<file path="config.mk">
export PLATFORM = sky130hd
export DESIGN_NAME = segment_display_serial_writer
export DESIGN_NICKNAME = d
export VERILOG_FILES = /design/src/design/sdsw_pkg.sv /design/src/design/segment_display_serial_writer.sv /design/src/design/sdsw_cfg.sv /design/src/design/sdsw_seq.sv
export SDC_FILE = /design/constraint.sdc
export NUM_CORES = 1
export LEC_CHECK = 0
export BUFFER_PORTS_ARGS = -buffer_cell sky130_fd_sc_hd__buf_2
export CAP_MARGIN = 40
export CORE_MARGIN = 2
export CORE_UTILIZATION = 45
export CTS_BUF_LIST = sky130_fd_sc_hd__clkbuf_16
export DETAILED_ROUTE_END_ITERATION = 16
export PLACE_DENSITY = 0.62
export SLEW_MARGIN = 0
export SYNTH_ARGS = -nofsm -noshare
export SYNTH_HDL_FRONTEND = slang
export SYNTH_SLANG_ARGS = --single-unit
</file>
<file path="constraint.sdc">
create_clock -name clk -period 4.6 [get_ports clk]
set_input_delay 1.38 -clock clk [delete_from_list [all_inputs] [get_ports clk]]
set_output_delay 1.38 -clock clk [all_outputs]
set_load 0.005 [all_outputs]
</file>
<file path="src/design/sdsw_pkg.sv">
`default_nettype none
package sdsw_pkg;

	localparam int DIGITS     = 4;
	localparam int IN_SEGS    = 4;
	localparam int LAST_BYTE  = DIGITS + 2;
	localparam int BYTE_IW    = $clog2(LAST_BYTE + 1);
	localparam int SEG_IW     = (DIGITS > 1) ? $clog2(DIGITS) : 1;
	localparam int PHASE_W    = 16;
	localparam int CFG_IDX_W  = 3;
	localparam int CFG_DATA_W = 16;

	localparam logic [PHASE_W-1:0] PHASE_TICKS_RST = 16'd100;
	localparam logic [2:0]         BRIGHTNESS_RST  = 3'd2;
	localparam logic               DISPLAY_ON_RST  = 1'b0;
	localparam logic [7:0]         DATA_CMD_RST    = 8'h40;
	localparam logic [7:0]         ADDR_CMD_RST    = 8'hC0;
	localparam logic [7:0]         CTRL_CMD_RST    = 8'h80;
	localparam logic [2:0]         BRIGHTNESS_MAX  = 3'd7;

	localparam logic OP_TICK  = 1'b0;
	localparam logic OP_WRITE = 1'b1;

	typedef enum logic [CFG_IDX_W-1:0] {
		REG_PHASE_TICKS = 3'd0,
		REG_BRIGHTNESS  = 3'd1,
		REG_DISPLAY_ON  = 3'd2,
		REG_DATA_CMD    = 3'd3,
		REG_ADDR_CMD    = 3'd4,
		REG_CTRL_CMD    = 3'd5
	} cfg_reg_t;

	typedef enum logic [3:0] {
		ST_IDLE    = 4'd0,
		ST_START   = 4'd1,
		ST_BIT_LO  = 4'd2,
		ST_BIT_HI  = 4'd3,
		ST_ACK_LO  = 4'd4,
		ST_ACK_HI  = 4'd5,
		ST_ACK_END = 4'd6,
		ST_STOP_A  = 4'd7,
		ST_STOP_B  = 4'd8,
		ST_STOP_C  = 4'd9
	} step_t;

	typedef struct packed {
		logic [PHASE_W-1:0] phase_ticks;
		logic [2:0]         brightness;
		logic               display_on;
		logic [7:0]         data_cmd;
		logic [7:0]         addr_cmd;
		logic [7:0]         ctrl_cmd;
	} cfg_t;

	typedef struct packed {
		logic done;
		logic ack;
		logic busy;
		logic dio;
		logic clk;
	} result_t;

endpackage
`default_nettype wire

</file>
<file path="src/design/segment_display_serial_writer.sv">
// an accepted input beat is held in the input stage registers, then its result in the result register
// throughput: one beat per cycle while the result register is not stalled; the sequencer state updates once per beat
// s_tready drops only while the result register is full and m_tready is low
// reset: arst_n asynchronous, active low; clears pipeline valids, sequencer and
// configuration registers to their defaults; the segment buffer is not reset
`default_nettype none
module segment_display_serial_writer (
	input  wire                             clk,
	input  wire                             arst_n,
	input  wire                             s_tvalid,
	output logic                            s_tready,
	input  wire  [39:0]                     s_tdata,  // seg_a, seg_b, seg_c, seg_d, dio_sense
	input  wire  [0:0]                      s_tuser,  // op
	output logic                            m_tvalid,
	input  wire                             m_tready,
	output logic [7:0]                      m_tdata,  // clk_level, dio_level, busy_res, ack_level, done_res
	input  wire                             wr_en,
	input  wire  [sdsw_pkg::CFG_IDX_W-1:0]  wr_index,
	input  wire  [sdsw_pkg::CFG_DATA_W-1:0] wr_data
);

	logic              valid_s1;
	logic              op_s1;
	logic [7:0]        segs_s1 [sdsw_pkg::IN_SEGS];
	logic              sense_s1;
	logic              tvalid_s2;
	sdsw_pkg::result_t res_s2;
	sdsw_pkg::result_t res_next;
	sdsw_pkg::cfg_t    cfg;
	logic              advance;

	assign advance  = valid_s1 && (!tvalid_s2 || m_tready);
	assign s_tready = !valid_s1 || advance;

	always_ff @(posedge clk or negedge arst_n) begin
		if (!arst_n) begin
			valid_s1 <= 1'b0;
		end else if (s_tready) begin
			valid_s1 <= s_tvalid;
		end
	end

	always_ff @(posedge clk) begin
		if (s_tvalid && s_tready) begin
			op_s1    <= s_tuser[0];
			for (int i = 0; i < sdsw_pkg::IN_SEGS; i++) begin
				segs_s1[i] <= s_tdata[8*i +: 8];
			end
			sense_s1 <= s_tdata[32];
		end
	end

	sdsw_cfg u_cfg (
		.clk      (clk),
		.arst_n   (arst_n),
		.wr_en    (wr_en),
		.wr_index (wr_index),
		.wr_data  (wr_data),
		.cfg      (cfg)
	);

	sdsw_seq u_seq (
		.clk       (clk),
		.arst_n    (arst_n),
		.advance   (advance),
		.op        (op_s1),
		.segs      (segs_s1),
		.dio_sense (sense_s1),
		.cfg       (cfg),
		.res_next  (res_next)
	);

	always_ff @(posedge clk or negedge arst_n) begin
		if (!arst_n) begin
			tvalid_s2 <= 1'b0;
		end else if (advance) begin
			tvalid_s2 <= 1'b1;
		end else if (m_tready) begin
			tvalid_s2 <= 1'b0;
		end
	end

	always_ff @(posedge clk) begin
		if (advance) begin
			res_s2 <= res_next;
		end
	end

	assign m_tvalid = tvalid_s2;
	assign m_tdata  = {3'd0, res_s2.done, res_s2.ack, res_s2.busy, res_s2.dio, res_s2.clk};

endmodule
`default_nettype wire

</file>
<file path="src/design/sdsw_cfg.sv">
`default_nettype none
module sdsw_cfg (
	input  wire                                 clk,
	input  wire                                 arst_n,
	input  wire                                 wr_en,
	input  wire  [sdsw_pkg::CFG_IDX_W-1:0]      wr_index,
	input  wire  [sdsw_pkg::CFG_DATA_W-1:0]     wr_data,
	output sdsw_pkg::cfg_t                      cfg
);

	sdsw_pkg::cfg_t cfg_q;

	always_ff @(posedge clk or negedge arst_n) begin
		if (!arst_n) begin
			cfg_q.phase_ticks <= sdsw_pkg::PHASE_TICKS_RST;
			cfg_q.brightness  <= sdsw_pkg::BRIGHTNESS_RST;
			cfg_q.display_on  <= sdsw_pkg::DISPLAY_ON_RST;
			cfg_q.data_cmd    <= sdsw_pkg::DATA_CMD_RST;
			cfg_q.addr_cmd    <= sdsw_pkg::ADDR_CMD_RST;
			cfg_q.ctrl_cmd    <= sdsw_pkg::CTRL_CMD_RST;
		end else if (wr_en) begin
			case (sdsw_pkg::cfg_reg_t'(wr_index))
				sdsw_pkg::REG_PHASE_TICKS: begin
					cfg_q.phase_ticks <= wr_data[sdsw_pkg::PHASE_W-1:0];
				end
				sdsw_pkg::REG_BRIGHTNESS: begin
					// clamp to the top level
					if (wr_data > sdsw_pkg::CFG_DATA_W'(sdsw_pkg::BRIGHTNESS_MAX)) begin
						cfg_q.brightness <= sdsw_pkg::BRIGHTNESS_MAX;
					end else begin
						cfg_q.brightness <= wr_data[2:0];
					end
				end
				sdsw_pkg::REG_DISPLAY_ON: begin
					cfg_q.display_on <= wr_data[0];
				end
				sdsw_pkg::REG_DATA_CMD: begin
					cfg_q.data_cmd <= wr_data[7:0];
				end
				sdsw_pkg::REG_ADDR_CMD: begin
					cfg_q.addr_cmd <= wr_data[7:0];
				end
				sdsw_pkg::REG_CTRL_CMD: begin
					cfg_q.ctrl_cmd <= wr_data[7:0];
				end
				default: begin
				end
			endcase
		end
	end

	assign cfg = cfg_q;

endmodule
`default_nettype wire

</file>
<file path="src/design/sdsw_seq.sv">
`default_nettype none
module sdsw_seq (
	input  wire                        clk,
	input  wire                        arst_n,
	input  wire                        advance,
	input  wire                        op,
	input  wire  [7:0]                 segs [sdsw_pkg::IN_SEGS],
	input  wire                        dio_sense,
	input  wire  sdsw_pkg::cfg_t       cfg,
	output sdsw_pkg::result_t          res_next
);

	logic [7:0]                   seg_buf_q [sdsw_pkg::DIGITS];
	logic [7:0]                   seg_in    [sdsw_pkg::DIGITS];
	logic                         seg_we;

	sdsw_pkg::step_t              step_q, step_d;
	logic [7:0]                   shift_q, shift_d;
	logic [2:0]                   bit_q, bit_d;
	logic [sdsw_pkg::BYTE_IW-1:0] byte_q, byte_d;
	logic [sdsw_pkg::PHASE_W-1:0] count_q, count_d;
	logic                         clk_q, clk_d;
	logic                         dio_q, dio_d;
	logic                         ack_q, ack_d;
	logic                         done_d;

	logic [sdsw_pkg::PHASE_W-1:0] phase_len;
	logic [sdsw_pkg::PHASE_W-1:0] count_inc;
	logic [sdsw_pkg::BYTE_IW-1:0] byte_nxt;

	// digits past the input fields latch zero
	for (genvar i = 0; i < sdsw_pkg::DIGITS; i++) begin : g_seg_in
		if (i < sdsw_pkg::IN_SEGS) begin : g_field
			assign seg_in[i] = segs[i];
		end else begin : g_zero
			assign seg_in[i] = 8'd0;
		end
	end

	function automatic logic [7:0] byte_at(input logic [sdsw_pkg::BYTE_IW-1:0] idx);
		logic [sdsw_pkg::BYTE_IW-1:0] seg_off;
		seg_off = idx - sdsw_pkg::BYTE_IW'(2);
		if (idx == sdsw_pkg::BYTE_IW'(0)) begin
			return cfg.data_cmd;
		end else if (idx == sdsw_pkg::BYTE_IW'(1)) begin
			return cfg.addr_cmd;
		end else if (idx < sdsw_pkg::BYTE_IW'(2 + sdsw_pkg::DIGITS)) begin
			return seg_buf_q[seg_off[sdsw_pkg::SEG_IW-1:0]];
		end else begin
			return cfg.ctrl_cmd | {4'd0, cfg.display_on, 3'd0} | {5'd0, cfg.brightness};
		end
	endfunction

	function automatic logic frame_ends(input logic [sdsw_pkg::BYTE_IW-1:0] idx);
		return idx == sdsw_pkg::BYTE_IW'(0) ||
			idx == sdsw_pkg::BYTE_IW'(1 + sdsw_pkg::DIGITS) ||
			idx >= sdsw_pkg::BYTE_IW'(sdsw_pkg::LAST_BYTE);
	endfunction

	assign phase_len = (cfg.phase_ticks == '0) ? sdsw_pkg::PHASE_W'(1) : cfg.phase_ticks;
	assign count_inc = count_q + sdsw_pkg::PHASE_W'(1);
	assign byte_nxt  = byte_q + sdsw_pkg::BYTE_IW'(1);

	// next state
	always_comb begin
		step_d  = step_q;
		shift_d = shift_q;
		bit_d   = bit_q;
		byte_d  = byte_q;
		count_d = count_q;
		clk_d   = clk_q;
		dio_d   = dio_q;
		ack_d   = ack_q;
		done_d  = 1'b0;
		seg_we  = 1'b0;
		if (op == sdsw_pkg::OP_WRITE) begin
			if (step_q == sdsw_pkg::ST_IDLE) begin
				seg_we  = 1'b1;
				byte_d  = '0;
				bit_d   = '0;
				shift_d = cfg.data_cmd;
				count_d = '0;
				step_d  = sdsw_pkg::ST_START;
				dio_d   = 1'b0;
			end
		end else if (step_q != sdsw_pkg::ST_IDLE) begin
			if (count_inc >= phase_len) begin
				count_d = '0;
				case (step_q)
					sdsw_pkg::ST_START: begin
						step_d = sdsw_pkg::ST_BIT_LO;
						clk_d  = 1'b0;
					end
					sdsw_pkg::ST_BIT_LO: begin
						step_d = sdsw_pkg::ST_BIT_HI;
						dio_d  = shift_q[0];
						clk_d  = 1'b1;
					end
					sdsw_pkg::ST_BIT_HI: begin
						shift_d = {1'b0, shift_q[7:1]};
						clk_d   = 1'b0;
						if (bit_q == 3'd7) begin
							bit_d  = '0;
							step_d = sdsw_pkg::ST_ACK_LO;
							dio_d  = 1'b1;
						end else begin
							bit_d  = bit_q + 3'd1;
							step_d = sdsw_pkg::ST_BIT_LO;
						end
					end
					sdsw_pkg::ST_ACK_LO: begin
						step_d = sdsw_pkg::ST_ACK_HI;
						clk_d  = 1'b1;
					end
					sdsw_pkg::ST_ACK_HI: begin
						ack_d  = dio_sense;
						step_d = sdsw_pkg::ST_ACK_END;
						clk_d  = 1'b0;
					end
					sdsw_pkg::ST_ACK_END: begin
						if (frame_ends(byte_q)) begin
							step_d = sdsw_pkg::ST_STOP_A;
							dio_d  = 1'b0;
						end else begin
							byte_d  = byte_nxt;
							shift_d = byte_at(byte_nxt);
							step_d  = sdsw_pkg::ST_BIT_LO;
							clk_d   = 1'b0;
						end
					end
					sdsw_pkg::ST_STOP_A: begin
						step_d = sdsw_pkg::ST_STOP_B;
						clk_d  = 1'b1;
					end
					sdsw_pkg::ST_STOP_B: begin
						step_d = sdsw_pkg::ST_STOP_C;
						dio_d  = 1'b1;
					end
					sdsw_pkg::ST_STOP_C: begin
						if (byte_q >= sdsw_pkg::BYTE_IW'(sdsw_pkg::LAST_BYTE)) begin
							step_d = sdsw_pkg::ST_IDLE;
							done_d = 1'b1;
						end else begin
							byte_d  = byte_nxt;
							shift_d = byte_at(byte_nxt);
							step_d  = sdsw_pkg::ST_START;
							dio_d   = 1'b0;
						end
					end
					default: begin
						step_d = sdsw_pkg::ST_IDLE;
					end
				endcase
			end else begin
				count_d = count_inc;
			end
		end
	end

	// outputs
	always_comb begin
		res_next.clk  = clk_d;
		res_next.dio  = dio_d;
		res_next.busy = (step_d != sdsw_pkg::ST_IDLE);
		res_next.ack  = ack_d;
		res_next.done = done_d;
	end

	always_ff @(posedge clk or negedge arst_n) begin
		if (!arst_n) begin
			step_q  <= sdsw_pkg::ST_IDLE;
			shift_q <= '0;
			bit_q   <= '0;
			byte_q  <= '0;
			count_q <= '0;
			clk_q   <= 1'b0;
			dio_q   <= 1'b0;
			ack_q   <= 1'b0;
		end else if (advance) begin
			step_q  <= step_d;
			shift_q <= shift_d;
			bit_q   <= bit_d;
			byte_q  <= byte_d;
			count_q <= count_d;
			clk_q   <= clk_d;
			dio_q   <= dio_d;
			ack_q   <= ack_d;
		end
	end

	always_ff @(posedge clk) begin
		if (advance && seg_we) begin
			seg_buf_q <= seg_in;
		end
	end

endmodule
`default_nettype wire

</file>
==> out/results.ini <==
[run_status]
status=finished clean

[sta]
tns_ps=0
timing.final.hold_violations=0
max_slew_margin_pct=42.68
min_period_ps=4159
drv_slew=0
rsz0062_at_grt=no
finalClockSkew_ps=9.902
fin_crit_sh_pct=90.41
fmax_mhz=240.5
setup_viol=0
tightestPinTransition_ps=855.8

[min_path]
hold_class=reg2reg
whs_path_depth=0
min_from=segs_s1[9]$_DFFE_PP_
min_to=u_seq.seg_buf_q[9]$_DFFE_PP_

[logic_synthesis]
synth_top_family_by_area=compound AO/OA/AOI/OAI gates
synth_xor_area_share_pct=1.895
syn-mean-instance-area_um2=11.98
synthArstFlopShare_pct=53.90
syn_area_um2=7395
synth_ff_type=dfrtp_1
ys_seq_area_share_pct=57.06
yosysTopAreaCell=edfxtp_1
yosysUniqueCellTypes=66
synthCells=617
muxShareOfSynthArea_pct=8.257
synth-adder-area-share_pct=4.399
synth-seq-cells=154
synthTopCellsByArea=edfxtp_1, dfrtp_1, mux2_2
synth_edf_count=71
synth_compound_area_share_pct=12.74
synth-simple-area-share_pct=12.35
synth_top_cell_area_share_pct=28.83
synth_warnings=0

[floorplanning]
fp.dieH_um=132.2
core.rowCount=46
die_x_um=132.2
die_area_um2=17470
coreArea_um2=16000
initial_core_util_pct=46.22
io-pin-count=75

[detailed_routing]
drtIter0Drc=295
vias=4957
ant_nets=0
via_per_inst=5.441
drc=0
routedWlPerCell_um=16.48
totalWireLength_um=15020
first_pass_iters=4

[layout]
mostFrequentLayoutCell=dfrtp_1
regArea_um2=4219
area_delta_synth_final_pct=15.40
fin_area_um2=8533
final_cell_mix=dfrtp_1, edfxtp_1, buf_2
fill_cells=1414
nets=773
drive_above_1_share_pct=23.60
n_antenna_cell=0
multi_input_area_um2=2948

[critical_path]
slowest_stage=a31oi_1
criticalPathCategory=reg2reg
path_common_cell=and3_1
startpoint_type=flop
cp.arrival_ps=4340
end_kind=flop
r2r_start=u_seq.count_q[8]$_DFFE_PN0P_
cpPeakStageDelay_ps=760
worstPathMaxFanout=10
r2r_cells=12
crit_chain=and3_1 -> and3_1 -> and4_1 -> and3_1 -> xor2_1 -> ha_1 -> nand4_1 -> nor3_2 -> nand2_1 -> a31oi_1 -> and3_1 -> mux2_1
critPathRequiredTime_ps=4780
r2r_end=m_tdata[3]$_DFFE_PP_
r2r_slack_ps=440

[clocking]
cts_hold_buf=0
numCtsBuffers=17
clock_latency_ps=430
clk_path_buf_depth=2
post-cts-setup-buffer-count=0
cts-root-buf=clkbuf_16
clock-sinks=154
htree_levels=4
tritoncts=built
clkTransAtPathRegs_ps=70
cts_resized=0

[place]
gp_congestion=0.8468
io_buffers=64
post_dp_cell_area_um2=7954
dpl.hpwl_um=10690

[grt]
grt_pass1_wl_um=25450
grt_antenna_before_repair=0
top_usage_layer=met2
grt_use_total_pct=18.59
grt_pass1_vias=5065
overflow=0
grt_use_met2_pct=30.84
grt_util_met3_pct=4.844
use_met1_pct=23.92
grt_max_degree=63

[power_and_ir_drop]
p_leak_uw=0.003585
vdd_drop_max_mv=0.4411
power_density_nw_per_um2=424.1
report.power.total_uw=3619

[job]
drv_cap=0

[worst max-delay path by stage]
stage,from,to,cells past startpoint
6_report,u_seq.count_q[8]$_DFFE_PN0P_,m_tdata[3]$_DFFE_PP_,12
5_1_grt,u_seq.count_q[2]$_DFFE_PN0P_,m_tdata[1]$_DFFE_PP_,12
4_1_cts,u_seq.count_q[2]$_DFFE_PN0P_,m_tdata[3]$_DFFE_PP_,12
3_5_place_dp,u_seq.count_q[2]$_DFFE_PN0P_,m_tdata[3]$_DFFE_PP_,12
3_3_place_gp,u_seq.count_q[2]$_DFFE_PN0P_,m_tdata[3]$_DFFE_PP_,12
2_1_floorplan,u_seq.count_q[2]$_DFFE_PN0P_,m_tdata[0]$_DFFE_PP_,14
[where the power goes]
part	switching (uW)	total, uW	internal, uW
registers	111	1750	1640
clock network	607	1370	767
logic	272	498	226
total	989	3620	2630
[per-stage QoR]
stage                     std cells  hold slack (ps)  util (%)  setup slack [ps]
after floorplan                 619            400.3         -              1074
after global placement          877            401.4     49.60             503.1
after detailed placement        879            404.5     49.71             440.9
after CTS                       911            420.2     53.33             423.6
after global routing            911            426.3     53.33             9.402
final                           911            416.6     53.33             441.2
[cell usage after synthesis (4+ instances only)]
library cell,number
a221o_1,5
clkbuf_1,24
o22ai_1,4
dfstp_2,8
dfrtp_1,75
nor4_1,6
nand3_1,17
a41o_1,6
edfxtp_1,71
mux2i_1,16
a21oi_1,21
inv_1,29
nand2_1,49
ha_1,26
nor3_1,12
a31oi_1,11
a211oi_1,6
and2_1,13
o21ai_0,43
mux2_2,33
nor2b_1,11
nor2_1,20
xnor2_1,9
and3_1,12
nand2b_1,10
a22o_1,9
xor2_1,7
[metal layers]
metal  wire (um)  vias to the layer above
met4         193                        0
li1            -                     2415
met2        7432                      115
met1        6736                     2415
met3         655                       12
met5           0                        -
[flip-flops by register name, indices dropped and copies added, names as in the netlist, 3 cells and up]
signal,count
segs_s1,32
u_cfg.cfg,44
u_seq.step_q,4
u_seq.shift_q,8
u_seq.seg_buf_q,32
m_tdata,5
u_seq.count_q,16
u_seq.bit_q,3
u_seq.byte_q,3
[kinds of logic (layout without fill, tap and decap cells)]
group,count (synthesis),after routing
other,1,3
muxes,53,53
xor gates and xnor gates,16,16
buffers and inverters,60,136
and+or+nand+nor,172,172
adders and majority gates,26,26
AOI/OAI and AO/OA,135,135
DFF,154,154
[area by class of cell]
class / count / share of cell area, %
Inverter: 29 / 1.276
Timing Repair Buffer: 75 / 4.780
Clock inverter: 15 / 1.804
Sequential cell: 154 / 49.44
Tap cell: 216 / 3.167
Clock buffer: 17 / 4.985
Multi-Input combinational cell: 405 / 34.55
[worst max-delay path, delay by kind of cell (launching register included)]
kind,cells,cell delay (ps)
mux,1,310
xor+xnor,1,150
simple gates,8,1900
fa+ha+maj,1,340
flops,1,450
compound gates,1,760
Power figures use the tool's default switching activity.
